## src/rtl/core/ests_pkg.sv

```systemverilog
`default_nettype none

package ests_pkg;

  localparam int TARGET_W = 32;
  localparam int TIME_W   = 20;
  localparam int RATE_W   = 19;
  localparam int POLE_W   = 24;

  localparam logic [RATE_W-1:0] RATE_DEFAULT = 19'd48000;

  // Cubic coefficients and bias in unsigned Q32.
  localparam logic [31:0] K_A0 = 32'd4294950116;
  localparam logic [31:0] K_A1 = 32'd134266330;
  localparam logic [31:0] K_A2 = 32'd2073387;
  localparam logic [31:0] K_A3 = 32'd25770;
  // Bias plus the rounding half for the step down to Q0.24.
  localparam logic [32:0] BIAS_RND = 33'd549884;
  localparam logic [POLE_W-1:0] POLE_MAX = 24'hFFFFFF;

  // time * rate and the numerator of the reciprocal.
  localparam int D_W   = 39;
  localparam int NUM_W = 47;
  localparam int QUO_W = 33;
  localparam logic [D_W-1:0]   D_MIN    = 39'd16000;
  localparam logic [NUM_W-1:0] NUM_BASE = 47'd16000 << 32;

  // Shared shift-add multiplier.
  localparam int MCAND_W  = 34;
  localparam int MPLIER_W = 33;
  localparam int PROD_W   = MCAND_W + 1 + MPLIER_W;
  localparam int STEP_W   = 6;
  localparam logic [STEP_W-1:0] MUL_STEPS  = 6'd33;
  localparam logic [STEP_W-1:0] FILT_STEPS = 6'd24;
  localparam logic [STEP_W-1:0] DIV_STEPS  = 6'd47;

  typedef enum logic [2:0] {
    ST_IDLE,
    ST_PSTART,
    ST_MULD,
    ST_DIV,
    ST_POLY,
    ST_FSTART,
    ST_FILT,
    ST_HOLD
  } ests_state_e;

  // Multiply in flight while the pole polynomial is evaluated.
  typedef enum logic [2:0] {
    OP_A2,
    OP_A1,
    OP_A0,
    OP_SQ1,
    OP_SQ2,
    OP_SQ3,
    OP_SQ4,
    OP_SQ5
  } ests_op_e;

  typedef struct packed {
    logic                        start;
    logic signed [MCAND_W-1:0]   mcand;
    logic        [MPLIER_W-1:0]  mplier;
    logic        [STEP_W-1:0]    steps;
  } mul_req_t;

  typedef struct packed {
    logic              done;
    logic [PROD_W-1:0] prod;
  } mul_rsp_t;

  typedef struct packed {
    logic             start;
    logic [NUM_W-1:0] num;
    logic [D_W-1:0]   den;
  } div_req_t;

  typedef struct packed {
    logic             done;
    logic [QUO_W-1:0] quo;
  } div_rsp_t;

endpackage

`default_nettype wire

```

## src/rtl/core/ests_div.sv

```systemverilog
`default_nettype none

module ests_div
  import ests_pkg::*;
(
  input  logic     clk_i,
  input  logic     rst_ni,
  input  div_req_t req_i,
  output div_rsp_t rsp_o
);

  logic [D_W-1:0]    rem_q, rem_d;
  logic [NUM_W-1:0]  num_q, num_d;
  logic [D_W-1:0]    den_q, den_d;
  logic [QUO_W-1:0]  quo_q, quo_d;
  logic [STEP_W-1:0] cnt_q, cnt_d;
  logic              busy_q, busy_d;
  logic              done_q, done_d;
  logic [D_W:0]      trial;
  logic [D_W:0]      trial_sub;
  logic              ge;

  // Restoring division, one quotient bit per cycle. The quotient never
  // exceeds 2^32, so only its low bits are kept.
  always_comb begin
    trial     = {rem_q, num_q[NUM_W-1]};
    trial_sub = trial - {1'b0, den_q};
    ge        = (trial >= {1'b0, den_q});

    rem_d  = rem_q;
    num_d  = num_q;
    den_d  = den_q;
    quo_d  = quo_q;
    cnt_d  = cnt_q;
    busy_d = busy_q;
    done_d = 1'b0;
    if (req_i.start) begin
      rem_d  = '0;
      num_d  = req_i.num;
      den_d  = req_i.den;
      quo_d  = '0;
      cnt_d  = DIV_STEPS;
      busy_d = 1'b1;
    end else if (busy_q) begin
      rem_d = ge ? trial_sub[D_W-1:0] : trial[D_W-1:0];
      num_d = {num_q[NUM_W-2:0], 1'b0};
      quo_d = {quo_q[QUO_W-2:0], ge};
      cnt_d = cnt_q - 1'b1;
      if (cnt_q == STEP_W'(1)) begin
        busy_d = 1'b0;
        done_d = 1'b1;
      end
    end
  end

  always_ff @(posedge clk_i or negedge rst_ni) begin
    if (!rst_ni) begin
      cnt_q  <= '0;
      busy_q <= 1'b0;
      done_q <= 1'b0;
    end else begin
      cnt_q  <= cnt_d;
      busy_q <= busy_d;
      done_q <= done_d;
    end
  end

  always_ff @(posedge clk_i) begin
    rem_q <= rem_d;
    num_q <= num_d;
    den_q <= den_d;
    quo_q <= quo_d;
  end

  assign rsp_o.done = done_q;
  assign rsp_o.quo  = quo_q;

endmodule

`default_nettype wire

```

## config.mk

```make
export PLATFORM = sky130hd
export DESIGN_NAME = ests_div
export DESIGN_NICKNAME = d
export VERILOG_FILES = /design/src/rtl/core/ests_pkg.sv /design/src/rtl/core/ests_div.sv
export SDC_FILE = /design/constraint.sdc
export NUM_CORES = 1
export LEC_CHECK = 0
export BUFFER_PORTS_ARGS = -buffer_cell sky130_fd_sc_hd__buf_2
export CAP_MARGIN = 20
export CORE_UTILIZATION = 58
export CTS_CLUSTER_DIAMETER = 200
export DETAILED_ROUTE_END_ITERATION = 6
export PLACE_DENSITY = 0.8
export SYNTH_ARGS = -nofsm -noshare
export SYNTH_HDL_FRONTEND = slang
export SYNTH_SLANG_ARGS = --single-unit
```

## constraint.sdc

```tcl
create_clock -name clk_i -period 3.54 [get_ports clk_i]
set_input_delay 0.531 -clock clk_i [delete_from_list [all_inputs] [get_ports clk_i]]
set_output_delay 0.531 -clock clk_i [all_outputs]
set_load 0.005 [all_outputs]
```

== Word-level counts from Yosys, hierarchy flattened ==
Cells that the tools add are included.

* Eq/ne operators: 1
* Order comparisons: 1
* Add/subtract/negate cells: 2
* Reduce and logical (&&, ||, !) cells: 1
* Muxes and demuxes: 11

{| class="wikitable"
|+ Operators with widths
! operator !! number
|-
| 47-bit two-way mux || 2
|-
| 40-bit by 39-bit >= comparator with 1-bit output || 1
|-
| 39-bit two-way mux || 1
|-
| 39-bit subtractor || 1
|-
| 6-bit two-way mux || 2
|-
| 6-bit by 1-bit == test with 1-bit output (second input constant) || 1
|-
| 1-bit two-way mux || 6
|-
| 6-bit by 1-bit subtractor with 6-bit output (second input constant) || 1
|-
| 2-bit nonzero test || 1
|}

* Output and inout port bits: 34
* Register bits after elaboration: 166
* Bits of input ports: 89

== Logic depth before layout (Yosys ltp) ==
* Word-level depth: 4
* Mapped depth: 14
* Gate-level depth less buffers: 12

== Least setup slack after synthesis ==
OpenSTA, ideal clock, no wires.

* Path type: register -> register
* From: register den_q[8]
* To: register rem_q[35]
* Setup time: 0.071 ns
* Data arrival time: 2.749 ns
* Cell stages (with the launch flop): 12
* Required time: 3.469 ns
* Setup slack: 0.720 ns
* Period minus slack after synthesis: 2.820 ns
* Buffers on the path: 0
* Cells stage by stage: edfxtp_1 -> inv_1 -> ha_1 -> a2111oi_0 -> o21a_1 -> nor3_1 -> nor3_1 -> a2bb2oi_1 -> a311o_1 -> a31oi_1 -> mux2_2 -> a21oi_1

* Longest elaborated chain between the ends: 2

{| class="wikitable"
|+ RTL lines
! element !! RTL line !! RTL
|-
| from (decl) || ests_div.sv:14 || <nowiki>logic [D_W-1:0] den_q, den_d;</nowiki>
|-
| from (signal assigned) || ests_div.sv:71 || <nowiki>den_q <= den_d;</nowiki>
|-
| 39-bit subtractor or 40-bit by 39-bit >= comparator with 1-bit output (tied branches) || ests_div.sv:27, ests_div.sv:28 ||
|-
| 39-bit two-way mux * || ests_div.sv:45 || <nowiki>rem_d = ge ? trial_sub[D_W-1:0] : trial[D_W-1:0];</nowiki>
|-
| to (signal assigned) || ests_div.sv:69 || <nowiki>rem_q <= rem_d;</nowiki>
|-
| to (decl) || ests_div.sv:12 || <nowiki>logic [D_W-1:0] rem_q, rem_d;</nowiki>
|}

Mark *: on every way between the ends. The rest lies on a longest branch, timed or not.
A chain may end at the register's enable or synchronous reset.

== Final worst setup path ==
* From: register den_q[13]
* To: register rem_q[33]

Same word-level chain as after synthesis.

==> results_dict.tcl <==
set metrics [dict create \
    synth_common_cells "86 x edfxtp_1, 85 x nor2_1, 82 x nand2_1, 72 x dfxtp_1" \
    holdPathStages 1 \
    syn_area_per_cell_um2 10.3 \
    grt_max_degree 85 \
    wire_per_inst_um 15.9 \
    fmax_ghz 0.309 \
    synth_nets 990 \
    cts_made_buffers 17 \
    synth_area_leader_cell "edfxtp_1" \
    cts.sinks 166 \
    cts_tree "built" \
    place.gp.congestion 0.943 \
    p_sw_w 0.00235 \
    overflow 0 \
    cp_top_family "simple AND/OR/NAND/NOR gates" \
    cts-root-buf "clkbuf_16" \
    power_frac_clock_pct 27.1 \
    drt_drc_violations_left 0 \
    hp-class "in -> reg" \
    clk_pin_slew_ns 0.07 \
    htree_levels 4 \
    finalHoldViolations 0 \
    synth_cell_types 66 \
    period_needed_ns 3.24 \
    drv_cap 0 \
    crit_arrival_ns 3.61 \
    vias 6673 \
    hpwl_um 12800 \
    clockBufferDepth 2 \
    worst_pin_slew_ns 0.603 \
    endpoint "rem_q[33]" \
    portBuffers 122 \
    setup_violations 0 \
    die_area_mm2 0.0158 \
    reg2reg_to "rem_q[33]" \
    critPathLaunchType "flip-flop" \
    antenna_found_initial 0 \
    ys_seq_elements 166 \
    fin_nets 1100 \
    reg2reg_slack_ns 0.30 \
    synth.top_cell.area_share_pct 29.1 \
    detail-route-antenna-nets 0 \
    routed_wl_um 18500 \
    startpoint "den_q[13]" \
    synth_top_cells_by_area "edfxtp_1 29%, dfxtp_1 16%, mux2_2 6.3%" \
    rr_startpoint "den_q[13]" \
    worst-path-buf-inv 2 \
    clock_latency_ns 0.43 \
    hold_slack_ns 0.275 \
    relSlewSlack_pct 59.8 \
    total_power_w 0.00672 \
    vias_per_cell 5.72 \
    ys.flop_type "edfxtp_1" \
    rsz0062_at_grt "no" \
    fin_worst_skew_ns 0.00793 \
    synthCells 859 \
    grt.total_usage_pct 24.8 \
    fin_crit_sh_pct 91.4 \
    outcome "completed" \
    drt_iter0_markers 396 \
    p_seq_share_pct 37.0 \
    grt_pass1_wl_um 31500 \
    ios 123 \
    yosysSeqAreaShare_pct 47.6 \
    reg2reg_depth 12 \
    grt_pass1_vias 6678 \
    p_int_w 0.00437 \
    slew_viol_final 0 \
    cp_slowest_cell "or4_1" \
    required_ns 3.91 \
    slowest_delay_ns 0.54 \
    layout-drive-gt1-share_pct 23.9 \
    die_x_um 126 \
    combPwrFrac_pct 36.0 \
    core_area_mm2 0.0148 \
    p_leak_nw 4.58 \
    peakVddDrop_mv 0.473 \
    area_growth_pct 14.2 \
    rows 44 \
    setup_tns_ns 0 \
    synthArstFlopShare_pct 4.82 \
    synth_edf_count 86 \
    antenna_cells 0 \
    initial_utilization_pct 60.2 \
    end_kind "flip-flop" \
    path_depth 12 \
    first_pass_iters 5 \
    fillers 1172 \
    syn-cell-area_mm2 0.00888 \
    yosysMostFrequentCell "edfxtp_1" \
    power.density_mw_per_mm2 663 \
    switching_share_pct 34.9 \
    crit_type "reg -> reg" \
    yosys_warnings 0 \
    crit_chain "inv_1, ha_1, nand4_2, or4_1, and3_4, a211oi_2, o31a_1, nor2_4, buf_4, or3_1, mux2_2, nand2_1" \
    die_h_um 126 \
    cp_max_fo 21 \
]
==> cells by family after synthesis <==
logic type                 count (synthesis)  share of synthesized area [%]
buffers and inverters                     99                           5.83
DFF                                      166                           47.6
AOI/OAI and AO/OA                        189                           14.5
and+or+nand+nor                          247                           12.8
xor gates and xnor gates                  32                           3.16
adders and majority gates                 42                           6.00
muxes                                     84                           10.2
==> how the worst min path moves through the flow <==
stage                     slack, ns  startpoint  endpoint
after floorplan                0.24      rst_ni    busy_q
after global placement         0.38      rst_ni    done_q
after detailed placement       0.38      rst_ni    done_q
after CTS                      0.26    req_i[5]  den_q[5]
after global routing           0.26    req_i[5]  den_q[5]
final                          0.27    req_i[9]  den_q[9]
==> final cells by class <==
type	instances	area [um2]	area share, %
flip-flops and latches	166	4230	41.7
multi-input cells	594	4150	40.9
repair buffers	140	767	7.56
clock buffers	19	464	4.58
well taps	184	230	2.27
inverters	50	188	1.85
clock inverters	13	121	1.20
==> power by group through the flow <==
stage | sequential, W | combinational, W | clock [W]
4_1_cts | 0.00248 | 0.00239 | 0.00185
5_1_grt | 0.00252 | 0.00269 | 0.00192
2_1_floorplan | 0.00247 | 0.00193 | 0
3_5_place_dp | 0.00252 | 0.00236 | 0
6_report | 0.00249 | 0.00242 | 0.00182
3_3_place_gp | 0.00251 | 0.00234 | 0
==> registers in the layout (all words and copies together), names as in the netlist <==
name    flops
busy_q      1
cnt_q       6
den_q      39
done_q      1
num_q      47
quo_q      33
rem_q      39
==> layer usage <==
layer / GRT usage [%] / part of all wire [%] / vias up
li1: - / - / 3311
met1: 31.8 / 45 / 3142
met2: 40.5 / 46 / 198
met3: 7.65 / 7.8 / 22
met4: 7.23 / 1.2 / 0
met5: 0 / 0 / -
==> per-stage QoR <==
stage               instance area, um2  util (%)  setup WS [ns]  instances
global route                     10100      68.8         0.0630       1166
global placement                  9540      64.7          0.259       1133
floorplan                         8880         -          0.720        859
CTS                              10100      68.7          0.119       1166
finish                           10100      68.8          0.303       1166
detailed placement                9540      64.7          0.149       1133
==> cells in the final DEF, fill, tap and decap left out, types with 5 or more instances in the layout <==
cell,n
buf_2,121
edfxtp_1,86
nor2_1,84
nand2_1,82
dfxtp_1,72
mux2_2,50
inv_1,49
a21oi_1,43
ha_1,41
o21ai_0,35
mux2i_1,34
xnor2_1,25
a311oi_1,20
a21o_1,18
clkbuf_16,18
buf_4,16
nand4_1,11
nand2b_1,11
nand3_1,11
a31oi_1,10
nor2b_1,10
and3_1,9
nor3_1,9
a211oi_1,9
o21bai_1,8
xor2_1,7
dfrtp_1,7
o21a_1,6
o211ai_1,6
a32oi_1,5
inv_6,5
==> what timing repair did <==
item,CTS,global route
resized for setup,0,1
setup endpoints to repair,0,15
setup buffers,0,0
hold endpoints to repair,8,0
hold buffers,1,0
==> worst reg2reg max path, delay by kind of cell (launching register included) <==
kind / cells / cell delay (ns)
and+or+nand+nor: 6 / 1.43
adders and majority gates: 1 / 0.45
AOI/OAI and AO/OA: 2 / 0.44
DFF: 1 / 0.32
buffers and inverters: 2 / 0.29
muxes: 1 / 0.26
Power figures use the tool's default switching activity.
